--- src/design/l4ohb_pkg.sv ---
// Package for the L4 offload header builder: frame offsets, protocol codes
// and the packed layouts of the stream words.
// No dependencies.
`timescale 1ns / 1ps
`default_nettype none

package l4ohb_pkg;

    // Stream word widths
    localparam int unsigned InDataW  = 32;
    localparam int unsigned OutDataW = 40;

    // Frame layout and protocol constants
    localparam logic [6:0]  PosEtherHi    = 7'd12;
    localparam logic [6:0]  PosEtherLo    = 7'd13;
    localparam logic [6:0]  PosIpVerLen   = 7'd14;
    localparam logic [6:0]  PosIpProto    = 7'd23;
    localparam logic [7:0]  TcpOffBase    = 8'd26;
    localparam logic [6:0]  CountMax      = 7'd127;
    localparam logic [7:0]  EthHdrBytes   = 8'd14;
    localparam logic [7:0]  MinFrameBytes = 8'd34;
    localparam logic [15:0] EtherTypeIpv4 = 16'h0800;
    localparam logic [5:0]  MinIpHdrBytes = 6'd20;
    localparam logic [7:0]  ProtoTcp      = 8'd6;
    localparam logic [7:0]  ProtoUdp      = 8'd17;
    localparam logic [4:0]  TcpCsumOff    = 5'd16;
    localparam logic [4:0]  UdpCsumOff    = 5'd6;

    // Input word: data_byte, seg_request, seg_mss from bit 0 up
    typedef struct packed {
        logic [6:0]  pad;
        logic [15:0] seg_mss;
        logic        seg_request;
        logic [7:0]  data_byte;
    } in_word_t;

    // Output word: seg_type, seg_size, headers_len, needs_csum,
    // cksum_begin, cksum_field_pos from bit 0 up
    typedef struct packed {
        logic [1:0]  pad;
        logic [4:0]  cksum_field_pos;
        logic [6:0]  cksum_begin;
        logic        needs_csum;
        logic [7:0]  headers_len;
        logic [15:0] seg_size;
        logic        seg_type;
    } out_word_t;

endpackage

`default_nettype wire

--- src/design/l4_offload_header_builder.sv ---
// L4 offload header builder top level: parses a transmit frame byte stream
// and emits one offload header word per frame. Depends on l4ohb_pkg.
`timescale 1ns / 1ps
`default_nettype none

// Takes one frame byte per cycle on the slave stream (tlast on the final
// byte) and, once the final byte has passed the input and output registers, presents one
// 40-bit offload header word on the master stream. Sustained rate is one
// byte per clock: an input register feeds the header capture and decision
// logic, which loads the output register; both stages advance whenever the
// output register is empty or being taken. Intermediate bytes produce no
// word. The checksum offload enable is written on the cfg channel; the user
// must write it only while no frame is in progress (the block does not enforce this).
module l4_offload_header_builder (
    input  wire logic                            clk,
    input  wire logic                            rst_n,
    // data_byte[7:0], seg_request[8], seg_mss[24:9], zero pad
    input  wire logic [l4ohb_pkg::InDataW-1:0]  s_tdata,
    input  wire logic                            s_tlast,
    input  wire logic                            s_tvalid,
    output logic                                 s_tready,
    // seg_type[0], seg_size[16:1], headers_len[24:17], needs_csum[25],
    // cksum_begin[32:26], cksum_field_pos[37:33], zero pad
    output logic [l4ohb_pkg::OutDataW-1:0]       m_tdata,
    output logic                                 m_tvalid,
    input  wire logic                            m_tready,
    // csum_offload_enable
    input  wire logic                            cfg_data,
    input  wire logic                            cfg_valid,
    output logic                                 cfg_ready
);
    import l4ohb_pkg::*;

    logic        csum_en_reg;

    logic        in_valid_reg;
    logic        in_last_reg;
    in_word_t    in_word_reg;

    logic [6:0]  byte_count_reg;
    logic [15:0] ether_type_reg;
    logic [5:0]  ip_hdr_reg;
    logic [7:0]  ip_proto_reg;
    logic [5:0]  tcp_hdr_reg;

    logic        out_valid_reg;
    out_word_t   out_word_reg;

    logic        advance;
    logic        take;
    logic [6:0]  byte_count_next;
    logic [15:0] ether_type_next;
    logic [5:0]  ip_hdr_next;
    logic [7:0]  ip_proto_next;
    logic [5:0]  tcp_hdr_next;
    logic [7:0]  frame_bytes;
    logic        frame_ok;
    logic        is_tcp;
    logic        is_udp;
    out_word_t   out_word_next;

    assign advance   = !out_valid_reg || m_tready;
    assign take      = in_valid_reg && advance;
    assign s_tready  = !in_valid_reg || advance;
    assign cfg_ready = 1'b1;
    assign m_tvalid  = out_valid_reg;
    assign m_tdata   = out_word_reg;

    // Config register
    always_ff @(posedge clk or negedge rst_n)
    begin
        if (!rst_n)
        begin
            csum_en_reg <= 1'b0;
        end
        else if (cfg_valid)
        begin
            csum_en_reg <= cfg_data;
        end
    end

    // Input register
    always_ff @(posedge clk or negedge rst_n)
    begin
        if (!rst_n)
        begin
            in_valid_reg <= 1'b0;
        end
        else if (s_tready)
        begin
            in_valid_reg <= s_tvalid;
        end
    end

    always_ff @(posedge clk)
    begin
        if (s_tready && s_tvalid)
        begin
            in_word_reg <= in_word_t'(s_tdata);
            in_last_reg <= s_tlast;
        end
    end

    // Header field capture for the current byte
    always_comb
    begin
        ether_type_next = ether_type_reg;
        ip_hdr_next     = ip_hdr_reg;
        ip_proto_next   = ip_proto_reg;
        tcp_hdr_next    = tcp_hdr_reg;
        if (byte_count_reg == PosEtherHi)
        begin
            ether_type_next[15:8] = in_word_reg.data_byte;
        end
        else if (byte_count_reg == PosEtherLo)
        begin
            ether_type_next[7:0] = in_word_reg.data_byte;
        end
        else if (byte_count_reg == PosIpVerLen)
        begin
            ip_hdr_next = {in_word_reg.data_byte[3:0], 2'b00};
        end
        else if (byte_count_reg == PosIpProto)
        begin
            ip_proto_next = in_word_reg.data_byte;
        end
        // TCP data offset sits 12 bytes into the L4 header
        if (byte_count_reg > PosIpVerLen
            && {1'b0, byte_count_reg} == TcpOffBase + {2'b00, ip_hdr_reg})
        begin
            tcp_hdr_next = {in_word_reg.data_byte[7:4], 2'b00};
        end
        byte_count_next = (byte_count_reg < CountMax) ? byte_count_reg + 7'd1
                                                       : byte_count_reg;
    end

    // Offload decision on the last byte
    always_comb
    begin
        frame_bytes = {1'b0, byte_count_reg} + 8'd1;
        frame_ok  = frame_bytes >= MinFrameBytes
                    && ether_type_next == EtherTypeIpv4
                    && ip_hdr_next >= MinIpHdrBytes
                    && frame_bytes >= MinFrameBytes + {2'b00, ip_hdr_next};
        is_tcp    = ip_proto_next == ProtoTcp;
        is_udp    = ip_proto_next == ProtoUdp;
        out_word_next = '0;
        if (frame_ok)
        begin
            if (in_word_reg.seg_request && is_tcp)
            begin
                out_word_next.seg_type    = 1'b1;
                out_word_next.seg_size    = in_word_reg.seg_mss;
                out_word_next.headers_len = EthHdrBytes + {2'b00, ip_hdr_next}
                                            + {2'b00, tcp_hdr_next};
            end
            else if (csum_en_reg && (is_tcp || is_udp))
            begin
                out_word_next.needs_csum      = 1'b1;
                out_word_next.cksum_begin     = EthHdrBytes[6:0] + {1'b0, ip_hdr_next};
                out_word_next.cksum_field_pos = is_tcp ? TcpCsumOff : UdpCsumOff;
            end
        end
    end

    // Frame state: advances per byte, cleared after the last byte
    always_ff @(posedge clk or negedge rst_n)
    begin
        if (!rst_n)
        begin
            byte_count_reg <= '0;
            ether_type_reg <= '0;
            ip_hdr_reg     <= '0;
            ip_proto_reg   <= '0;
            tcp_hdr_reg    <= '0;
        end
        else if (take)
        begin
            if (in_last_reg)
            begin
                byte_count_reg <= '0;
                ether_type_reg <= '0;
                ip_hdr_reg     <= '0;
                ip_proto_reg   <= '0;
                tcp_hdr_reg    <= '0;
            end
            else
            begin
                byte_count_reg <= byte_count_next;
                ether_type_reg <= ether_type_next;
                ip_hdr_reg     <= ip_hdr_next;
                ip_proto_reg   <= ip_proto_next;
                tcp_hdr_reg    <= tcp_hdr_next;
            end
        end
    end

    // Output register
    always_ff @(posedge clk or negedge rst_n)
    begin
        if (!rst_n)
        begin
            out_valid_reg <= 1'b0;
        end
        else if (advance)
        begin
            out_valid_reg <= take && in_last_reg;
        end
    end

    always_ff @(posedge clk)
    begin
        if (take && in_last_reg)
        begin
            out_word_reg <= out_word_next;
        end
    end

endmodule

`default_nettype wire

--- config.mk ---
export PLATFORM = sky130hd
export DESIGN_NAME = l4_offload_header_builder
export DESIGN_NICKNAME = d
export VERILOG_FILES = /design/src/design/l4ohb_pkg.sv /design/src/design/l4_offload_header_builder.sv
export SDC_FILE = /design/constraint.sdc
export NUM_CORES = 1
export LEC_CHECK = 0
export ABC_AREA = 0
export BUFFER_PORTS_ARGS = -buffer_cell sky130_fd_sc_hd__clkbuf_2
export CORE_MARGIN = 2
export CORE_UTILIZATION = 50
export CTS_CLUSTER_SIZE = 40
export DETAILED_ROUTE_END_ITERATION = 7
export PLACE_DENSITY = 0.82
export SLEW_MARGIN = 20
export SYNTH_ARGS = -nofsm -noshare
export SYNTH_HDL_FRONTEND = slang
export SYNTH_SLANG_ARGS = --single-unit
--- constraint.sdc ---
create_clock -name clk -period 9.42 [get_ports clk]
set_input_delay 0.942 -clock clk [delete_from_list [all_inputs] [get_ports clk]]
set_output_delay 0.942 -clock clk [all_outputs]
set_load 0.02 [all_outputs]
Word level (Yosys, flattened, before mapping)
Cells that the tools add are included.
- add/sub/neg operators: 7
- $lt $le $gt $ge: 5
- eq/ne operators: 8
- multiplexer cells: 20
- bitwise logic cells: 2
- reductions and logical operators: 19
- operators with widths (kind ; number):
    8-bit 2-to-1 mux ; 8
    6-bit 2-to-1 mux ; 6
    7-bit by 4-bit equality test with 1-bit output, second input constant ; 3
    16-bit by 12-bit equality test with 1-bit output, second input constant ; 1
    16-bit 2-to-1 mux ; 1
    4-bit by 6-bit adder with 7-bit output, first input constant ; 2
    7-bit 2-to-1 mux ; 2
    1-bit logical AND ; 9
    7-bit by 1-bit adder with 8-bit output, second input constant ; 1
    7-bit by 6-bit adder with 8-bit output ; 1
    8-bit by 3-bit equality test with 1-bit output, second input constant ; 1
    8-bit by 5-bit equality test with 1-bit output, second input constant ; 1
    8-bit by 6-bit >= comparator with 1-bit output, second input constant ; 1
    8-bit by 7-bit >= comparator with 1-bit output ; 1
    5-bit by 6-bit adder with 7-bit output, first input constant ; 1
    6-bit by 6-bit adder with 7-bit output, first input constant ; 1
    7-bit by 1-bit adder with 7-bit output, second input constant ; 1
    7-bit by 5-bit equality test with 1-bit output, second input constant ; 1
    7-bit equality test ; 1
    7-bit by 4-bit greater-than comparator with 1-bit output, second input constant ; 1
    7-bit < comparator, second input constant ; 1
    6-bit by 5-bit >= comparator with 1-bit output, second input constant ; 1
    5-bit 2-to-1 mux ; 1
    2-bit AND reduction ; 2
    other kinds (7) ; 12
- bits in registers: 110

Depth between registers and ports, before layout
- depth after elaboration: 10
- depth in mapped cells: 17

Worst setup path after synthesis
OpenSTA, ideal clock, no wires.
- path type: reg2reg
- from: reg byte_count_reg[1]
- to: reg out_word_reg, in the netlist m_tdata[17] (data pin)
- arrival: 3.665 ns
- path slack: 5.491 ns
- cell stages (with the launch flop): 18
- path through: dfrtp_1 > inv_1 > ha_1 > nor4b_2 > and2_1 > buf_2 > mux2i_1 > inv_1 > ha_1 > nor3b_1 > xnor2_1 > ha_1 > a21o_1 > a21oi_1 > o21ai_0 > a21boi_2 > buf_2 > nor3b_1
- word-level cells in the longest chain between the ends: 8
- elaborated cells between the ends (all ways): 32
- those cells by class: add/sub: 4; order compare: 4; eq/ne: 7; mux: 11; reduce/logical: 6
- ends and longest elaborated chain (what ; RTL line ; RTL):
    from (decl) ; l4_offload_header_builder.sv:40 ; logic [6:0] byte_count_reg;
    from (signal assigned) ; l4_offload_header_builder.sv:189 ; byte_count_reg <= byte_count_next;
    7-bit by 4-bit equality test with 1-bit output, or another cell as far along ; l4_offload_header_builder.sv:119 ; else if (byte_count_reg == PosIpVerLen)
    6-bit 2-to-1 mux, or another cell as far along ; l4_offload_header_builder.sv:119 ;
    6-bit 2-to-1 mux, or another cell as far along ; l4_offload_header_builder.sv:115 ; else if (byte_count_reg == PosEtherLo)
    6-bit 2-to-1 mux, or another cell as far along ; l4_offload_header_builder.sv:111 ; if (byte_count_reg == PosEtherHi)
    6-bit by 6-bit adder with 7-bit output, or another cell as far along ; l4_offload_header_builder.sv:144 ; && frame_bytes >= MinFrameBytes + {2'b00, ip_hdr_next};
    8-bit by 7-bit >= comparator with 1-bit output, or another cell as far along ; l4_offload_header_builder.sv:144 ;
    1-bit logical AND (on tied branches) ; l4_offload_header_builder.sv:144, l4_offload_header_builder.sv:150 ;
    2-bit AND reduction (no line) ; -- ;
    to (signal assigned) ; l4_offload_header_builder.sv:215 ; out_word_reg <= out_word_next;
    to (decl) ; l4_offload_header_builder.sv:47 ; out_word_t out_word_reg;
Several ways; a longest one is shown, not always the timed one.
A chain may end at the register's enable or synchronous reset.

Worst setup path after layout
- from: reg byte_count_reg[0]
- to: reg out_word_reg, in the netlist m_tdata[20] (data pin)
The elaborated chain is that of the path after synthesis.

==> metrics.cfg <==
[status]
status=finished clean

[worst_setup_path]
r2r_end=m_tdata[20]
cp_max_fo=35
worstPathRequired_ns=9.49
critPathSlowestCell=dfrtp_1
crit_family=simple AND/OR/NAND/NOR gates
crit_cells=16
crit_chain=inv_1, ha_1, nor4b_2, and2_1, mux2i_1, inv_1, ha_1, nor3b_1, xnor2_1, ha_1, a21o_1, a21oi_1, o21ai_0, a21boi_4, buf_4, nor4_1
start_kind=flip-flop
r2r_slack_ns=4.64
worst-path-buf-inv=3
r2r_cells=16
max_stage_delay_ns=0.56
endpoint_kind=flip-flop
path_class=flip-flop to flip-flop
crit_path_frequent_cell=ha_1
cp.arrival_ns=4.85
crit-reg2reg-launch=byte_count_reg[0]

[synth]
yosys.area.top_type_share_pct=31.2
netlist_area_um2=5880
syn_avg_cell_area_um2=11.3
synth.ff_latch_count=107
synth_seq_area_share_pct=50.7
yosysWarnings=0
async_reset_ff_share_pct=43.0
yosys.area.top_type=edfxtp_1
synth_top_cells_by_area=edfxtp_1 31%, dfrtp_1 20%, ha_1 5.1%, nand2_1 3.5%, nor3b_2 3.2%
syn_inst=520
yosysUniqueCellTypes=70
ys.flop_type=edfxtp_1
synth_edf_count=61

[clocking]
cts_tree=built
clock_path_buffers=2
cts_htree_levels=3
cts_sinks=107
cts_setup_buffers=0
hold_buffers=0
clkTransAtPathRegs_ns=0.07
cts_resized=0
cts_root_buffer=clkbuf_16
insertion_delay_ns=0.35
cts_buffers=9

[final_layout]
largest_reg_flops=35
layout.cells.non_filler=716
drive_gt1_share_pct=23.0
area_growth_syn_to_layout_pct=11.4
nets=632
fill_cells=887
diodes=0

[sta]
holdWs_ns=0.495
min_period_ns=4.78
slew_viol_final=0
worst_pin_slew_ns=0.963
rsz0062_at_grt=false
tns_ns=0
min_period_over_period_pct=50.7
hold_viol=0
fmax_mhz=209
slew_headroom_pct=35.6
skew_ns=0.00813
finalSetupViolCount=0

[min_path]
min_from=tcp_hdr_reg[0]
hold_end=tcp_hdr_reg[0]
worstHoldPathCells=1
hp-class=flip-flop to flip-flop

[placed_design]
gp_congestion=0.920
io_buffers=69
placed_cells=700
place_hpwl_um=8980

[detailed_routing]
dr.pass1.iters=7
ant_nets=0
vias=4238
drt_wl_total_um=12900
drt_iter0_drc=229
drc=0
viasPerCell=5.92
post_drt_wl_per_cell_um=18.0

[grt]
overflow=0
grt_pass1_wl_um=20900
antenna_found_initial=0
grt.total_usage_pct=20.7
grt_max_degree=47
grt_pass1_vias=4227

[floorplan]
die_w_um=112
rows=39
io_pins=82
initial_core_util_pct=51.3
dieArea_um2=12600
core_area_um2=11500
die_y_um=112

[pwr]
power.leakage_nw=2.64
ir_worst_vdd_uv=141
cellPowerDensity_nw_per_um2=154

[flow_run]
maxCapViolations=0

==> cell usage after synthesis (all sizes together) (3+ instances only) <==
| master | number |
|---|---|
| dfrtp | 46 |
| nor4bb | 3 |
| edfxtp | 61 |
| nor2 | 13 |
| a21o | 5 |
| nor3 | 7 |
| nor2b | 4 |
| nand2 | 55 |
| nand4b | 3 |
| o211ai | 4 |
| a21oi | 18 |
| nand3 | 8 |
| nand2b | 9 |
| nor3b | 19 |
| o21ai | 37 |
| o21a | 5 |
| a211oi | 3 |
| nand4 | 4 |
| a221o | 4 |
| ha | 24 |
| a22oi | 24 |
| xor2 | 5 |
| and3 | 3 |
| mux2i | 10 |
| a31o | 3 |
| nor4 | 19 |
| and2 | 8 |
| a32o | 4 |
| buf | 21 |
| nor4b | 6 |
| xnor2 | 16 |
| inv | 19 |
| clkbuf | 19 |
==> through the flow <==
step,utilization (%),instance area (µm²),worst slack [ns],power (W)
3_5_place_dp,54.6,6260,4.72,0.000650
6_report,57.1,6550,4.64,0.00101
4_1_cts,57.1,6550,4.69,0.00101
2_1_floorplan,-,5890,5.49,0.000611
3_3_place_gp,54.6,6260,4.79,0.000646
5_1_grt,57.1,6550,4.42,0.00104
==> area by class of cell <==
type                            instances  area (µm²)  share of cell area [%]
Multi-Input combinational cell        357        2640                    40.3
Inverter                               19        71.3                    1.09
Clock buffer                            9         225                    3.44
Timing Repair Buffer                   74         383                    5.84
Tap cell                              143         179                    2.73
Sequential cell                       107        2980                    45.5
Clock inverter                          7        67.6                    1.03
==> kinds of logic (layout without fill, tap and decap cells) <==
group	Yosys count	after routing	synth area share, %
XOR/XNOR	21	21	3.13
multiplexers	12	12	2.09
adder cells (fa/ha/maj)	25	25	5.45
AO/OA/AOI/OAI	121	121	13.9
flip-flops	107	107	50.7
AND/OR/NAND/NOR	173	173	19.9
other	2	5	0.128
buffers and inverters	59	109	4.64
==> where the power goes <==
part | internal, W | switching [W] | total, W
sequential | 0.000519 | 0.0000214 | 0.000540
clock | 0.000186 | 0.000182 | 0.000368
combinational | 0.0000347 | 0.0000649 | 0.0000996
total | 0.000739 | 0.000268 | 0.00101
==> how the worst max path moves through the flow <==
stage                      startpoint  slack [ns]     endpoint
floorplan           byte_count_reg[1]        5.49  m_tdata[17]
finish              byte_count_reg[0]        4.64  m_tdata[20]
CTS                 byte_count_reg[0]        4.69  m_tdata[20]
global placement    byte_count_reg[0]        4.79  m_tdata[24]
detailed placement  byte_count_reg[0]        4.72  m_tdata[20]
global route        byte_count_reg[0]        4.42  m_tdata[14]
==> routing by layer <==
layer	track usage (%)	up-vias	part of all wire, %
met3	4.05	21	5.5
li1	-	2016	-
met4	6.91	0	2.3
met5	0	-	0
met2	34.9	147	50
met1	27.1	2054	42
==> layout by cell type (no fill, tap or decap), types with 7 or more instances in the layout <==
| master | n |
|---|---|
| nand2_1 | 55 |
| nor4_2 | 11 |
| a22oi_1 | 24 |
| edfxtp_1 | 61 |
| o21ai_0 | 36 |
| nor4_1 | 7 |
| xnor2_1 | 16 |
| nor3b_2 | 15 |
| and2_1 | 7 |
| clkbuf_2 | 69 |
| ha_1 | 24 |
| dfrtp_1 | 46 |
| inv_1 | 19 |
| nand2b_1 | 9 |
| clkbuf_16 | 9 |
| a21oi_1 | 18 |
| mux2i_1 | 10 |
| nor2_1 | 13 |
| nand3_1 | 7 |
Note: power is estimated with default switching activity, not from simulation.
